[src/hdl/assert_macros.svh]
// Assertion macros shared by the RTL.
// Standalone; no dependencies.
`ifndef ASSERT_MACROS_SVH
`define ASSERT_MACROS_SVH

// Check a property at every rising edge of clk, disabled while rst_n is low.
`define DPM_ASSERT(label, clk, rst_n, prop, msg) \
    label: assert property (@(posedge clk) disable iff (!rst_n) (prop)) else $error(msg);

// Check that cons holds in the cycle after trig, disabled while rst_n is low.
`define DPM_ASSERT_NEXT(label, clk, rst_n, trig, cons, msg) \
    label: assert property (@(posedge clk) disable iff (!rst_n) (trig) |=> (cons)) \
        else $error(msg);

`endif

[src/hdl/dpm_pkg.sv]
// Shared types, codes and constants of the DEC private mode tracker.
// No dependencies.
`timescale 1ns / 1ps

package dpm_pkg;

    localparam int TABLE_ENTRIES = 64;
    localparam int MODE_BITS     = 16;
    localparam int IDX_W         = $clog2(TABLE_ENTRIES);
    localparam int CNT_W         = $clog2(TABLE_ENTRIES + 1);
    localparam int BUILTIN_COUNT = 6;

    localparam logic [2:0] OP_SCAN    = 3'd0;
    localparam logic [2:0] OP_SET     = 3'd1;
    localparam logic [2:0] OP_TOGGLE  = 3'd2;
    localparam logic [2:0] OP_TRACK   = 3'd3;
    localparam logic [2:0] OP_UNTRACK = 3'd4;
    localparam logic [2:0] OP_QUERY   = 3'd5;
    localparam logic [2:0] OP_CLEAR   = 3'd6;
    localparam logic [2:0] OP_NOP     = 3'd7;

    localparam logic [1:0] ST_UNSEEN = 2'd0;
    localparam logic [1:0] ST_RESET  = 2'd1;
    localparam logic [1:0] ST_SET    = 2'd2;

    localparam logic [1:0] STS_OK       = 2'd0;
    localparam logic [1:0] STS_NOTFOUND = 2'd1;
    localparam logic [1:0] STS_FULL     = 2'd2;

    localparam logic [7:0] CH_ESC   = 8'h1b;
    localparam logic [7:0] CH_BRK   = 8'h5b;
    localparam logic [7:0] CH_QST   = 8'h3f;
    localparam logic [7:0] CH_ZERO  = 8'h30;
    localparam logic [7:0] CH_NINE  = 8'h39;
    localparam logic [7:0] CH_H     = 8'h68;
    localparam logic [7:0] CH_L     = 8'h6c;

    typedef struct packed {
        logic [MODE_BITS-1:0] mode;
        logic                 default_set;
        logic                 tracked;
        logic [1:0]           state;
    } entry_t;

    typedef struct packed {
        logic                 complete;
        logic                 set;
        logic                 overflow;
        logic [MODE_BITS-1:0] mode;
    } seq_evt_t;

    function automatic entry_t reset_entry(input logic [IDX_W-1:0] idx);
        entry_t e;
        e.default_set = (idx == '0);
        e.tracked     = (int'(idx) < BUILTIN_COUNT);
        e.state       = ST_UNSEEN;
        case (int'(idx))
            0:       e.mode = MODE_BITS'(25);
            1:       e.mode = MODE_BITS'(1049);
            2:       e.mode = MODE_BITS'(2004);
            3:       e.mode = MODE_BITS'(1004);
            4:       e.mode = MODE_BITS'(1000);
            5:       e.mode = MODE_BITS'(1006);
            default: e.mode = '0;
        endcase
        return e;
    endfunction

endpackage

[src/hdl/dpm_table.sv]
// Mode table memory: one read port with registered data, one write port.
// Depends on dpm_pkg.
`timescale 1ns / 1ps

module dpm_table (
    input  logic                        clk,
    input  logic                        rst_n,
    input  logic [dpm_pkg::IDX_W-1:0]   rd_addr,
    output dpm_pkg::entry_t             rd_data,
    input  logic                        wr_en,
    input  logic [dpm_pkg::IDX_W-1:0]   wr_addr,
    input  dpm_pkg::entry_t             wr_data
);

    dpm_pkg::entry_t                       mem [dpm_pkg::TABLE_ENTRIES];
    dpm_pkg::entry_t                       rd_q_reg;
    logic [dpm_pkg::IDX_W-1:0]             addr_q_reg;
    logic                                  rd_valid_reg;
    logic [dpm_pkg::TABLE_ENTRIES-1:0]     valid_reg;

    always_ff @(posedge clk)
    begin
        if (wr_en)
        begin
            mem[wr_addr] <= wr_data;
        end
        rd_q_reg   <= mem[rd_addr];
        addr_q_reg <= rd_addr;
    end

    always_ff @(posedge clk or negedge rst_n)
    begin
        if (!rst_n)
        begin
            valid_reg    <= '0;
            rd_valid_reg <= 1'b0;
        end
        else
        begin
            rd_valid_reg <= valid_reg[rd_addr];
            if (wr_en)
            begin
                valid_reg[wr_addr] <= 1'b1;
            end
        end
    end

    // Never-written entries read as their reset contents
    assign rd_data = rd_valid_reg ? rd_q_reg : dpm_pkg::reset_entry(addr_q_reg);

endmodule

[src/hdl/dpm_parser.sv]
// Escape sequence parser for ESC [ ? digits h/l.
// Depends on dpm_pkg.
`timescale 1ns / 1ps

module dpm_parser (
    input  logic                clk,
    input  logic                rst_n,
    input  logic                step,
    input  logic [7:0]          data_byte,
    input  logic                end_of_buffer,
    output dpm_pkg::seq_evt_t   evt
);

    typedef enum logic [4:0] {
        P_IDLE = 5'b00001,
        P_ESC  = 5'b00010,
        P_BRK  = 5'b00100,
        P_QST  = 5'b01000,
        P_DIG  = 5'b10000
    } phase_t;

    localparam int ACC_W = dpm_pkg::MODE_BITS + 4;

    phase_t                          phase_reg, phase_next;
    logic [dpm_pkg::MODE_BITS-1:0]   acc_reg, acc_next;
    logic                            ovf_reg, ovf_next;
    logic                            is_digit;
    logic [3:0]                      digit;
    logic [ACC_W-1:0]                acc10;

    assign is_digit = (data_byte >= dpm_pkg::CH_ZERO) && (data_byte <= dpm_pkg::CH_NINE);
    assign digit    = 4'(data_byte - dpm_pkg::CH_ZERO);
    assign acc10    = {acc_reg, 3'b000} + {2'b00, acc_reg, 1'b0} + ACC_W'(digit);

    always_comb
    begin
        phase_next   = P_IDLE;
        acc_next     = acc_reg;
        ovf_next     = ovf_reg;
        evt.complete = 1'b0;
        evt.set      = (data_byte == dpm_pkg::CH_H);
        evt.overflow = ovf_reg;
        evt.mode     = acc_reg;
        if (data_byte == dpm_pkg::CH_ESC)
        begin
            phase_next = P_ESC;
        end
        else
        begin
            unique case (phase_reg)
                P_ESC:
                begin
                    if (data_byte == dpm_pkg::CH_BRK)
                        phase_next = P_BRK;
                end
                P_BRK:
                begin
                    if (data_byte == dpm_pkg::CH_QST)
                        phase_next = P_QST;
                end
                P_QST:
                begin
                    if (is_digit)
                    begin
                        acc_next   = dpm_pkg::MODE_BITS'(digit);
                        ovf_next   = 1'b0;
                        phase_next = P_DIG;
                    end
                end
                P_DIG:
                begin
                    if (is_digit)
                    begin
                        phase_next = P_DIG;
                        // saturate on overflow and keep it sticky
                        if (acc10[ACC_W-1:dpm_pkg::MODE_BITS] != '0)
                        begin
                            acc_next = '1;
                            ovf_next = 1'b1;
                        end
                        else
                        begin
                            acc_next = acc10[dpm_pkg::MODE_BITS-1:0];
                        end
                    end
                    else if (data_byte == dpm_pkg::CH_H || data_byte == dpm_pkg::CH_L)
                    begin
                        evt.complete = 1'b1;
                    end
                end
                default:
                begin
                    phase_next = P_IDLE;
                end
            endcase
        end
        if (end_of_buffer)
            phase_next = P_IDLE;
    end

    always_ff @(posedge clk or negedge rst_n)
    begin
        if (!rst_n)
        begin
            phase_reg <= P_IDLE;
            acc_reg   <= '0;
            ovf_reg   <= 1'b0;
        end
        else if (step)
        begin
            phase_reg <= phase_next;
            acc_reg   <= acc_next;
            ovf_reg   <= ovf_next;
        end
    end

endmodule

[src/hdl/dec_private_mode_tracker.sv]
// DEC private mode tracker: accepts one item per transfer on the input channel
// (opcode, data_byte, end_of_buffer, mode_number, req_state) and returns one
// result per item on the output channel (status, mode_state, dirty and the
// seq_* fields). Both channels use valid/ready.
// Scan items that do not finish a sequence or finish one with an overflowed
// mode number, clear dirty and unused opcodes skip the table and go straight
// to the done state; the next transfer in can follow once the result is
// loaded. Items that need the table walk it one entry at a time (synchronous
// read, then compare); a miss walks all n entries, n being the entry count
// (6 after reset, at most 64). One item is in the walk at a time; the next
// item can transfer in while the previous result waits in the output register.
// Reset clears the parser, the dirty flag and the entry count to the six
// built-in modes; the table reads its built-in contents through per-entry
// valid bits, so no clearing pass is needed.
// When the receiver stalls, the result holds and the walk stops at its end.
// Depends on dpm_pkg, dpm_table, dpm_parser and assert_macros.svh.
`timescale 1ns / 1ps
`include "assert_macros.svh"

module dec_private_mode_tracker (
    input  logic                              clk,
    input  logic                              rst_n,
    input  logic                              in_valid,
    output logic                              in_ready,
    input  logic [2:0]                        opcode,
    input  logic [7:0]                        data_byte,
    input  logic                              end_of_buffer,
    input  logic [dpm_pkg::MODE_BITS-1:0]     mode_number,
    input  logic                              req_state,
    output logic                              out_valid,
    input  logic                              out_ready,
    output logic [1:0]                        status,
    output logic [1:0]                        mode_state,
    output logic                              dirty,
    output logic                              seq_complete,
    output logic [dpm_pkg::MODE_BITS-1:0]     seq_mode,
    output logic                              seq_set,
    output logic                              seq_applied
);

    typedef enum logic [3:0] {
        S_IDLE = 4'b0001,
        S_READ = 4'b0010,
        S_CMP  = 4'b0100,
        S_DONE = 4'b1000
    } state_t;

    state_t                            state_reg, state_next;
    logic [dpm_pkg::CNT_W-1:0]         count_reg, count_next;
    logic [dpm_pkg::CNT_W-1:0]         idx_reg, idx_next;
    logic                              dirty_reg, dirty_next;
    logic [2:0]                        op_reg, op_next;
    logic [dpm_pkg::MODE_BITS-1:0]     key_reg, key_next;
    logic                              want_reg, want_next;
    logic                              sc_reg, sc_next;
    logic [dpm_pkg::MODE_BITS-1:0]     sm_reg, sm_next;
    logic                              ss_reg, ss_next;
    logic                              app_reg, app_next;
    logic [1:0]                        sts_reg, sts_next;
    logic [1:0]                        mst_reg, mst_next;
    logic                              out_valid_reg;
    logic [1:0]                        status_reg, mode_state_reg;
    logic                              dirty_out_reg, seq_complete_reg, seq_set_reg;
    logic                              seq_applied_reg;
    logic [dpm_pkg::MODE_BITS-1:0]     seq_mode_reg;

    logic                              accept;
    logic                              load_out;
    dpm_pkg::seq_evt_t                 evt;
    dpm_pkg::entry_t                   rd_data, wr_data, ne;
    logic                              wr_en;
    logic [dpm_pkg::IDX_W-1:0]         wr_addr;
    logic [1:0]                        want_st;

    assign in_ready = (state_reg == S_IDLE);
    assign accept   = in_valid && in_ready;
    assign load_out = (state_reg == S_DONE) && (!out_valid_reg || out_ready);
    assign want_st  = want_reg ? dpm_pkg::ST_SET : dpm_pkg::ST_RESET;

    dpm_parser u_parser (
        .clk           (clk),
        .rst_n         (rst_n),
        .step          (accept && opcode == dpm_pkg::OP_SCAN),
        .data_byte     (data_byte),
        .end_of_buffer (end_of_buffer),
        .evt           (evt)
    );

    dpm_table u_table (
        .clk     (clk),
        .rst_n   (rst_n),
        .rd_addr (idx_reg[dpm_pkg::IDX_W-1:0]),
        .rd_data (rd_data),
        .wr_en   (wr_en),
        .wr_addr (wr_addr),
        .wr_data (wr_data)
    );

    always_comb
    begin
        state_next = state_reg;
        count_next = count_reg;
        idx_next   = idx_reg;
        dirty_next = dirty_reg;
        op_next    = op_reg;
        key_next   = key_reg;
        want_next  = want_reg;
        sc_next    = sc_reg;
        sm_next    = sm_reg;
        ss_next    = ss_reg;
        app_next   = app_reg;
        sts_next   = sts_reg;
        mst_next   = mst_reg;
        wr_en      = 1'b0;
        wr_addr    = idx_reg[dpm_pkg::IDX_W-1:0];
        ne         = rd_data;
        wr_data    = rd_data;

        unique case (state_reg)
            S_IDLE:
            begin
                if (accept)
                begin
                    op_next   = opcode;
                    idx_next  = '0;
                    app_next  = 1'b0;
                    sts_next  = dpm_pkg::STS_OK;
                    mst_next  = dpm_pkg::ST_UNSEEN;
                    sc_next   = 1'b0;
                    sm_next   = '0;
                    ss_next   = 1'b0;
                    key_next  = mode_number;
                    want_next = req_state;
                    state_next = S_DONE;
                    unique case (opcode) inside
                        dpm_pkg::OP_SCAN:
                        begin
                            key_next  = evt.mode;
                            want_next = evt.set;
                            if (evt.complete)
                            begin
                                sc_next = 1'b1;
                                sm_next = evt.mode;
                                ss_next = evt.set;
                                if (!evt.overflow)
                                    state_next = S_READ;
                            end
                        end
                        dpm_pkg::OP_SET, dpm_pkg::OP_TOGGLE, dpm_pkg::OP_TRACK,
                        dpm_pkg::OP_UNTRACK, dpm_pkg::OP_QUERY:
                        begin
                            state_next = S_READ;
                        end
                        dpm_pkg::OP_CLEAR:
                        begin
                            dirty_next = 1'b0;
                        end
                        default:
                        begin
                            state_next = S_DONE;
                        end
                    endcase
                end
            end
            S_READ:
            begin
                if (idx_reg == count_reg)
                begin
                    // miss: append on track (or report full), report not found for non-scan ops
                    state_next = S_DONE;
                    if (op_reg == dpm_pkg::OP_TRACK)
                    begin
                        if (count_reg < dpm_pkg::CNT_W'(dpm_pkg::TABLE_ENTRIES))
                        begin
                            wr_en               = 1'b1;
                            wr_addr             = count_reg[dpm_pkg::IDX_W-1:0];
                            wr_data.mode        = key_reg;
                            wr_data.default_set = 1'b0;
                            wr_data.tracked     = 1'b1;
                            wr_data.state       = dpm_pkg::ST_UNSEEN;
                            count_next          = count_reg + 1'b1;
                        end
                        else
                        begin
                            sts_next = dpm_pkg::STS_FULL;
                        end
                    end
                    else if (op_reg != dpm_pkg::OP_SCAN)
                    begin
                        sts_next = dpm_pkg::STS_NOTFOUND;
                    end
                end
                else
                begin
                    state_next = S_CMP;
                end
            end
            S_CMP:
            begin
                if (rd_data.mode == key_reg)
                begin
                    case (op_reg)
                        dpm_pkg::OP_SCAN:
                        begin
                            if (rd_data.tracked && rd_data.state != want_st)
                            begin
                                ne.state   = want_st;
                                dirty_next = 1'b1;
                                app_next   = 1'b1;
                            end
                        end
                        dpm_pkg::OP_SET:
                        begin
                            if (rd_data.state != want_st)
                            begin
                                ne.state   = want_st;
                                dirty_next = 1'b1;
                            end
                        end
                        dpm_pkg::OP_TOGGLE:
                        begin
                            if (rd_data.state == dpm_pkg::ST_UNSEEN)
                                ne.state = rd_data.default_set ? dpm_pkg::ST_RESET
                                                               : dpm_pkg::ST_SET;
                            else
                                ne.state = (rd_data.state == dpm_pkg::ST_SET)
                                           ? dpm_pkg::ST_RESET : dpm_pkg::ST_SET;
                            dirty_next = 1'b1;
                        end
                        dpm_pkg::OP_TRACK:   ne.tracked = 1'b1;
                        dpm_pkg::OP_UNTRACK: ne.tracked = 1'b0;
                        default:             ne = rd_data;
                    endcase
                    wr_en      = 1'b1;
                    wr_data    = ne;
                    mst_next   = ne.state;
                    state_next = S_DONE;
                end
                else
                begin
                    idx_next   = idx_reg + 1'b1;
                    state_next = S_READ;
                end
            end
            S_DONE:
            begin
                if (load_out)
                    state_next = S_IDLE;
            end
            default:
            begin
                state_next = S_IDLE;
            end
        endcase
    end

    always_ff @(posedge clk or negedge rst_n)
    begin
        if (!rst_n)
        begin
            state_reg     <= S_IDLE;
            count_reg     <= dpm_pkg::CNT_W'(dpm_pkg::BUILTIN_COUNT);
            dirty_reg     <= 1'b0;
            out_valid_reg <= 1'b0;
        end
        else
        begin
            state_reg <= state_next;
            count_reg <= count_next;
            dirty_reg <= dirty_next;
            if (load_out)
                out_valid_reg <= 1'b1;
            else if (out_ready)
                out_valid_reg <= 1'b0;
        end
    end

    always_ff @(posedge clk)
    begin
        idx_reg  <= idx_next;
        op_reg   <= op_next;
        key_reg  <= key_next;
        want_reg <= want_next;
        sc_reg   <= sc_next;
        sm_reg   <= sm_next;
        ss_reg   <= ss_next;
        app_reg  <= app_next;
        sts_reg  <= sts_next;
        mst_reg  <= mst_next;
        if (load_out)
        begin
            status_reg       <= sts_reg;
            mode_state_reg   <= mst_reg;
            dirty_out_reg    <= dirty_reg;
            seq_complete_reg <= sc_reg;
            seq_mode_reg     <= sm_reg;
            seq_set_reg      <= ss_reg;
            seq_applied_reg  <= app_reg;
        end
    end

    assign out_valid    = out_valid_reg;
    assign status       = status_reg;
    assign mode_state   = mode_state_reg;
    assign dirty        = dirty_out_reg;
    assign seq_complete = seq_complete_reg;
    assign seq_mode     = seq_mode_reg;
    assign seq_set      = seq_set_reg;
    assign seq_applied  = seq_applied_reg;

    `DPM_ASSERT(a_count_bound, clk, rst_n,
        count_reg <= dpm_pkg::CNT_W'(dpm_pkg::TABLE_ENTRIES), "entry count past table size")
    `DPM_ASSERT(a_write_in_walk, clk, rst_n,
        wr_en |-> (state_reg == S_READ || state_reg == S_CMP), "table write outside walk")
    `DPM_ASSERT_NEXT(a_done_holds, clk, rst_n,
        state_reg == S_DONE && out_valid_reg && !out_ready, state_reg == S_DONE,
        "result dropped while output stalled")
    `DPM_ASSERT(a_idx_bound, clk, rst_n,
        idx_reg <= count_reg || state_reg == S_IDLE || state_reg == S_DONE,
        "walk index past entry count")

endmodule
[config.mk]
export PLATFORM = sky130hd
export DESIGN_NAME = dec_private_mode_tracker
export DESIGN_NICKNAME = d
export VERILOG_FILES = /design/src/hdl/dpm_pkg.sv /design/src/hdl/dpm_table.sv /design/src/hdl/dpm_parser.sv /design/src/hdl/dec_private_mode_tracker.sv
export VERILOG_INCLUDE_DIRS = /design/src /design/src/hdl
export SDC_FILE = /design/constraint.sdc
export NUM_CORES = 2
export LEC_CHECK = 0
export ABC_CLOCK_PERIOD_IN_PS = 5600
export BUFFER_PORTS_ARGS = -buffer_cell sky130_fd_sc_hd__buf_2
export CAP_MARGIN = 20
export CORE_MARGIN = 3
export CORE_UTILIZATION = 40
export DETAILED_ROUTE_END_ITERATION = 8
export PLACE_DENSITY = 0.62
export SYNTH_ARGS = -nofsm -noshare
export SYNTH_HDL_FRONTEND = slang
export SYNTH_SLANG_ARGS = --single-unit
[constraint.sdc]
create_clock -name clk -period 5.6 [get_ports clk]
set_clock_uncertainty 0.05 [all_clocks]
set_input_delay 1.12 -clock clk [delete_from_list [all_inputs] [get_ports clk]]
set_output_delay 1.12 -clock clk [all_outputs]
set_load 0.02 [all_outputs]
==> Word level (Yosys, flattened, before mapping) <==
Memory sizes are Yosys's and may differ from the RTL's. A register that Yosys moved wholly into a read port is not among the register bits.
Cells that the tools add are included.
{ "totals": {"mem_count": 1, "reg_bits": 180, "elab_cells": 205, "mem_bits_ro": 0, "output_inout_bits": 26, "latchBits": 0, "ramBits": 1280} }
{ "mem_list": {"columns": ["memory", "depth", "width", "read_ports", "rd_clocked_by_memory_dff", "wr", "line_no", "source"], "rows": [
  ["u_table.mem", 64, 20, 1, 1, 1, "dpm_table.sv:15", "dpm_pkg::entry_t mem [dpm_pkg::TABLE_ENTRIES];"]
]} }
{ "classes": {"mux": 83, "n_mul": 0, "add_sub_neg": 5, "n_lt_le_gt_ge": 7, "reduce_logical": 32, "n_eq_ne": 48, "n_div": 0, "n_shift": 0, "bitwise": 2} }
{ "ops": {"columns": ["cell", "count"], "rows": [
  ["$mux 20", 4],
  ["$pmux 11 s6", 1],
  ["$mux 16", 4],
  ["$or 64x64->64", 1],
  ["$pmux 20 s2", 1],
  ["$pmux 16 s2", 1],
  ["$mux 4", 7],
  ["$mux 1", 27],
  ["$eq 8x7->1 const B", 3],
  ["$mux 2", 12],
  ["$mux 6", 4],
  ["$add 19x17->20", 1],
  ["$add 20x4->20", 1],
  ["$eq 16x16->1", 1],
  ["$pmux 4 s4", 1],
  ["$mux 5", 3],
  ["$pmux 5 s3", 1],
  ["$reduce_and 5->1", 3],
  ["$add 7x1->7 const B", 2],
  ["$lt 6x7->1 const B", 2],
  ["$mux 7", 2],
  ["$pmux 7 s2", 1],
  ["$eq 3x2->1 const B", 4],
  ["$eq 3x3->1 const B", 4],
  ["52 further kinds", 86]
]} }

==> Logic depth before layout (Yosys ltp) <==
{ "depth": {"ltp_word": 10, "depth_mapped": 13, "ltp_nobuf": 12} }

==> Cells and area by module <==
A second synthesis with hierarchy kept.
{ "hier_totals": {"cells_unflattened": 2995, "hier_area_um2": 58822.7} }
{ "by_module_without_submodules": {"columns": ["mod", "area_each_um2", "cells_each", "n_inst", "seq_area_each_um2"], "rows": [
  ["dpm_table", 52469.1, 2394, 1, 40583.9],
  ["dec_private_mode_tracker", 4150.2, 343, 1, 2551.2],
  ["dpm_parser", 2203.4, 258, 1, 551.8]
]} }

==> Least setup slack after synthesis <==
Ideal clock, no wire load.
{ "synth_path": {"path_kind": "flip-flop to flip-flop", "start": "register idx_reg[1] in the netlist's numbering", "end": "memory u_table.mem[0][14] in the netlist's numbering (data pin)", "stages_incl_launch_ff": 10, "path_buffers": 3, "period_less_slack_ps": 5329, "path_slack_ps": 271, "arrival_time_ps": 4577, "setup_ps": 702, "cell_sequence": "edfxtp_1 -> clkbuf_1 -> xnor2_1 -> nand4_1 -> nor4_1 -> nand2b_1 -> or4_1 -> clkbuf_1 -> clkbuf_1 -> o21ai_0"} }
{ "synth_lines": {"columns": ["item", "line_no", "source"], "rows": [
  ["start: declaration", "dec_private_mode_tracker.sv:50", "logic [dpm_pkg::CNT_W-1:0] idx_reg, idx_next;"],
  ["start signal: assignment", "dec_private_mode_tracker.sv:280", "idx_reg <= idx_next;"],
  ["end: declaration", "dpm_table.sv:15", null]
]} }

==> Worst setup path after layout <==
{ "layout_path": {"start": "register u_table.rd_valid_reg", "end": "memory u_table.mem[29][3] in the netlist's numbering, enable pin"} }
{ "layout_between": {"elab_chain_len": 6} }
{ "layout_lines": {"columns": ["item", "line_no", "source"], "rows": [
  ["start: declaration", "dpm_table.sv:18", "logic rd_valid_reg;"],
  ["start signal: assignment", "dpm_table.sv:40", "rd_valid_reg <= valid_reg[rd_addr];"],
  ["$mux 20", "dpm_table.sv:49", "assign rd_data = rd_valid_reg ? rd_q_reg : dpm_pkg::reset_entry(addr_q_reg);"],
  ["$eq 16x16->1", "dec_private_mode_tracker.sv:200", "if (rd_data.mode == key_reg)"],
  ["$mux 1", "dec_private_mode_tracker.sv:200", null],
  ["$pmux 1 s2", "dec_private_mode_tracker.sv:119", "unique case (state_reg)"],
  ["$mux 1", "dpm_table.sv:23", "if (wr_en)"],
  ["$mux 1 (not written as such)", "dpm_table.sv:25", "mem[wr_addr] <= wr_data;"]
]} }
No other way between the ends.

==> impl_metrics.toml <==
[worst_setup_path]
timing.critical_path.buf_inv = 1
timing.critical_path.cells = "nor4_2 > and2_4 > a21oi_2 > a2111oi_4 > nand4_2 > o21ai_4 > nand3_4 > nor2_2 > buf_4"
timing.critical_path.from = "u_table.rd_valid_reg"
timing.critical_path.max_delay_family = "simple AND/OR/NAND/NOR gates"
cp.required_ns = 5.99
critPathMaxStageDelay_ns = 0.60
crit_type = "flop to flop"
crit_path_start_kind = "flop"
crit_path_end_kind = "flop"
crit_path_top_delay_cell = "sky130_fd_sc_hd__nor4_2"
crit-reg2reg-launch = "u_table.rd_valid_reg"
critPathMaxFanout = 16
crit_arrival_ns = 4.86

[synthesis]
ys.flop_type = "sky130_fd_sc_hd__edfxtp_1"
asyncSetResetFlopFracSynth = 0.0676
syn-instance-count = 2771
postSynthAreaPerCell_um2 = 21.2
yosysSeqAreaShare = 0.744
edff_count_synth = 1354
nets_in_the_synthesized_netlist = 2839
number_of_warnings_issued_by_yosys = 0
netlist-cell-type-count = 84
combined_area_of_all_synthesized_cells_um2 = 58700
yosys_register_bits = 1480

[global_routing]
gr_util_all_layers = 0.191
grt_pass1_wl_um = 210000
antenna_found_initial = 17
maximum_number_of_pins_on_one_net_before_global_route_repair = 131
first_global_vias = 29600
overflow = 0

[drt]
via_per_inst = 5.77
routed_wl_um = 144000
drt_pass1_iterations = 8
number_of_drc_markers_after_the_initial_detailed_route_iteration = 3149
vias = 28800
final_antenna_net_count = 0
drc = 0
routed_wire_length_per_instance_um = 28.9

[place]
placement.setup.worst_slack_ns = 1.18
io_buffer_count = 58
gpl.final_weighted_congestion = 0.812
post-dp-hpwl_um = 84300

[timing]
post_route_setup_slack_ns = 1.13
final_period_demand_of_the_worst_path_ns = 4.47
setup_viol = 0
timing.fmax_mhz = 224
worst-slew-pin-transition_ns = 1.13
timing.slew.headroom = 0.244
setup_repair_after_global_routing_missed_its_margin = "no"
final_max_slew_viol_count = 0
hold_viol = 0
final.period_utilization = 0.797
finalSetupTns_ns = 0

[power]
cellPowerDensity_nw_per_um2 = 403
switching_share_of_total_power = 0.264
p_clk_frac = 0.354
cell_internal_pwr_uw = 19800
power.share.sequential = 0.475
ir_drop_uv = 304
static-leakage-power_uw = 0.0223
combinationalPowerShare = 0.171
switching_power_uw = 7100

[cts]
cts_inserted_buffers = 149
cts.htree.levels = 4
cts_post_setup_buffers_inserted = 0
tritoncts = "done"
cts_root_buf = "sky130_fd_sc_hd__clkbuf_16"
clock_path_buffers = 3
clk_pin_slew_worst_paths_ns = 0.06
cts_resized = 0
clk-insertion-delay-late_ns = 0.77
count_of_hold_fix_buffers_inserted_at_cts = 0
clock_sinks = 1480

[die]
start_util = 0.406
fp.dieW_um = 389
die_area_um2 = 151000
chipHeight_um = 389
placementRows = 139
core-area_um2 = 145000
io_pins = 59

[job]
max-cap-violations = 0

[finish]
syn2layout_area_growth_pct = 13.7
largest_register_ff_count = 1280
share_of_final_layout_standard_cells_stronger_than_drive_strength_1 = 0.316
final_net_count = 3026

[outcome]
outcome = "finished, final reports clean"

[hold_path]
worstHoldPathType = "input pin to asynchronous set/reset pin"
[through the flow]
step | total power [uW] | hold slack, ns | utilization | cells | area [um2]
2_1_floorplan | 16000 | 0.322 | - | 2771 | 58700
3_5_place_dp | 17700 | 0.355 | 0.429 | 4707 | 62000
4_1_cts | 27200 | 0.282 | 0.461 | 4979 | 66700
6_report | 26900 | 0.306 | 0.462 | 4983 | 66800
5_1_grt | 27900 | 0.332 | 0.462 | 4982 | 66800
3_3_place_gp | 17600 | 0.351 | 0.429 | 4707 | 62000
[routing by layer]
| metal | GRT usage | part of all wire | vias to the layer above |
|---|---|---|---|
| met5 | 0 | 0.000090 | - |
| met4 | 0.0505 | 0.022 | 2 |
| met3 | 0.0343 | 0.066 | 214 |
| met2 | 0.324 | 0.51 | 1112 |
| met1 | 0.257 | 0.40 | 15500 |
| li1 | - | - | 11900 |
[final cells by class]
class                      count  area (um2)
timing repair buffer         188        1360
sequential                  1480       43700
clock buffer                 192        3970
inverter                      19        71.3
clock inverter                80         706
fill                       11900       77900
tap                         1903        2380
antenna                        1        2.50
multi-input combinational   1120       14600
[placed cells by master, fill, tap and decap left out, types with 24 or more instances in the layout]
| master | n |
|---|---|
| sky130_fd_sc_hd__clkinv_2 | 27 |
| sky130_fd_sc_hd__clkbuf_16 | 151 |
| sky130_fd_sc_hd__o21bai_1 | 51 |
| sky130_fd_sc_hd__dfrtp_1 | 96 |
| sky130_fd_sc_hd__nand2_1 | 108 |
| sky130_fd_sc_hd__a21oi_1 | 36 |
| sky130_fd_sc_hd__o21ai_0 | 41 |
| sky130_fd_sc_hd__nor2_2 | 64 |
| sky130_fd_sc_hd__clkbuf_1 | 37 |
| sky130_fd_sc_hd__edfxtp_1 | 1354 |
| sky130_fd_sc_hd__buf_2 | 57 |
| sky130_fd_sc_hd__xnor2_1 | 24 |
| sky130_fd_sc_hd__nor2_1 | 55 |
| sky130_fd_sc_hd__dfxtp_1 | 26 |
| sky130_fd_sc_hd__ha_1 | 33 |
| sky130_fd_sc_hd__mux4_2 | 441 |
| sky130_fd_sc_hd__clkinv_1 | 27 |
| sky130_fd_sc_hd__buf_4 | 124 |
[logic make-up (layout without fill, tap and decap cells)]
group,Yosys count,count (layout),synth area share
other cells,0,1,0
xor+xnor,37,37,0.00552
flops,1480,1480,0.744
compound gates,228,228,0.0274
simple gates,373,373,0.0330
mux,447,447,0.170
fa+ha+maj,35,35,0.00771
buf+inv,171,479,0.0123
[synth_stat cells, types with 16 or more instances]
cell | number | area (um2)
sky130_fd_sc_hd__a21oi_1 | 41 | 205
sky130_fd_sc_hd__and2_1 | 21 | 131
sky130_fd_sc_hd__buf_1 | 44 | 165
sky130_fd_sc_hd__clkbuf_1 | 87 | 327
sky130_fd_sc_hd__dfrtp_1 | 96 | 2400
sky130_fd_sc_hd__dfxtp_1 | 26 | 521
sky130_fd_sc_hd__edfxtp_1 | 1354 | 40700
sky130_fd_sc_hd__ha_1 | 33 | 413
sky130_fd_sc_hd__inv_1 | 19 | 71.3
sky130_fd_sc_hd__mux4_2 | 441 | 9930
sky130_fd_sc_hd__nand2_1 | 113 | 424
sky130_fd_sc_hd__nand3_1 | 20 | 100
sky130_fd_sc_hd__nor2_1 | 105 | 394
sky130_fd_sc_hd__nor2_2 | 16 | 100
sky130_fd_sc_hd__o21ai_0 | 46 | 230
sky130_fd_sc_hd__o21bai_1 | 51 | 383
sky130_fd_sc_hd__o21bai_2 | 16 | 180
sky130_fd_sc_hd__xnor2_1 | 24 | 210
[power by group through the flow]
stage,registers [uW],logic (uW),clock network (uW)
detailed placement,13000,4650,0
finish,12800,4600,9540
CTS,12800,4660,9730
global placement,13000,4590,0
floorplan,13000,3070,0
global route,12800,4870,10200
[path summary, 6_finish.rpt]
path	endpoint	cells past startpoint	slack [ns]
min reg2reg	seq_mode[4]	0	0.37
max reg2reg	u_table.mem[29][3]	9	1.13
min	u_parser.acc_reg[14]	1	0.31
min in group clk	seq_mode[4]	0	0.37
max	u_table.mem[29][3]	9	1.13
max in group asynchronous	u_table.valid_reg[38]	2	4.00
Power figures use the tool's default switching activity.
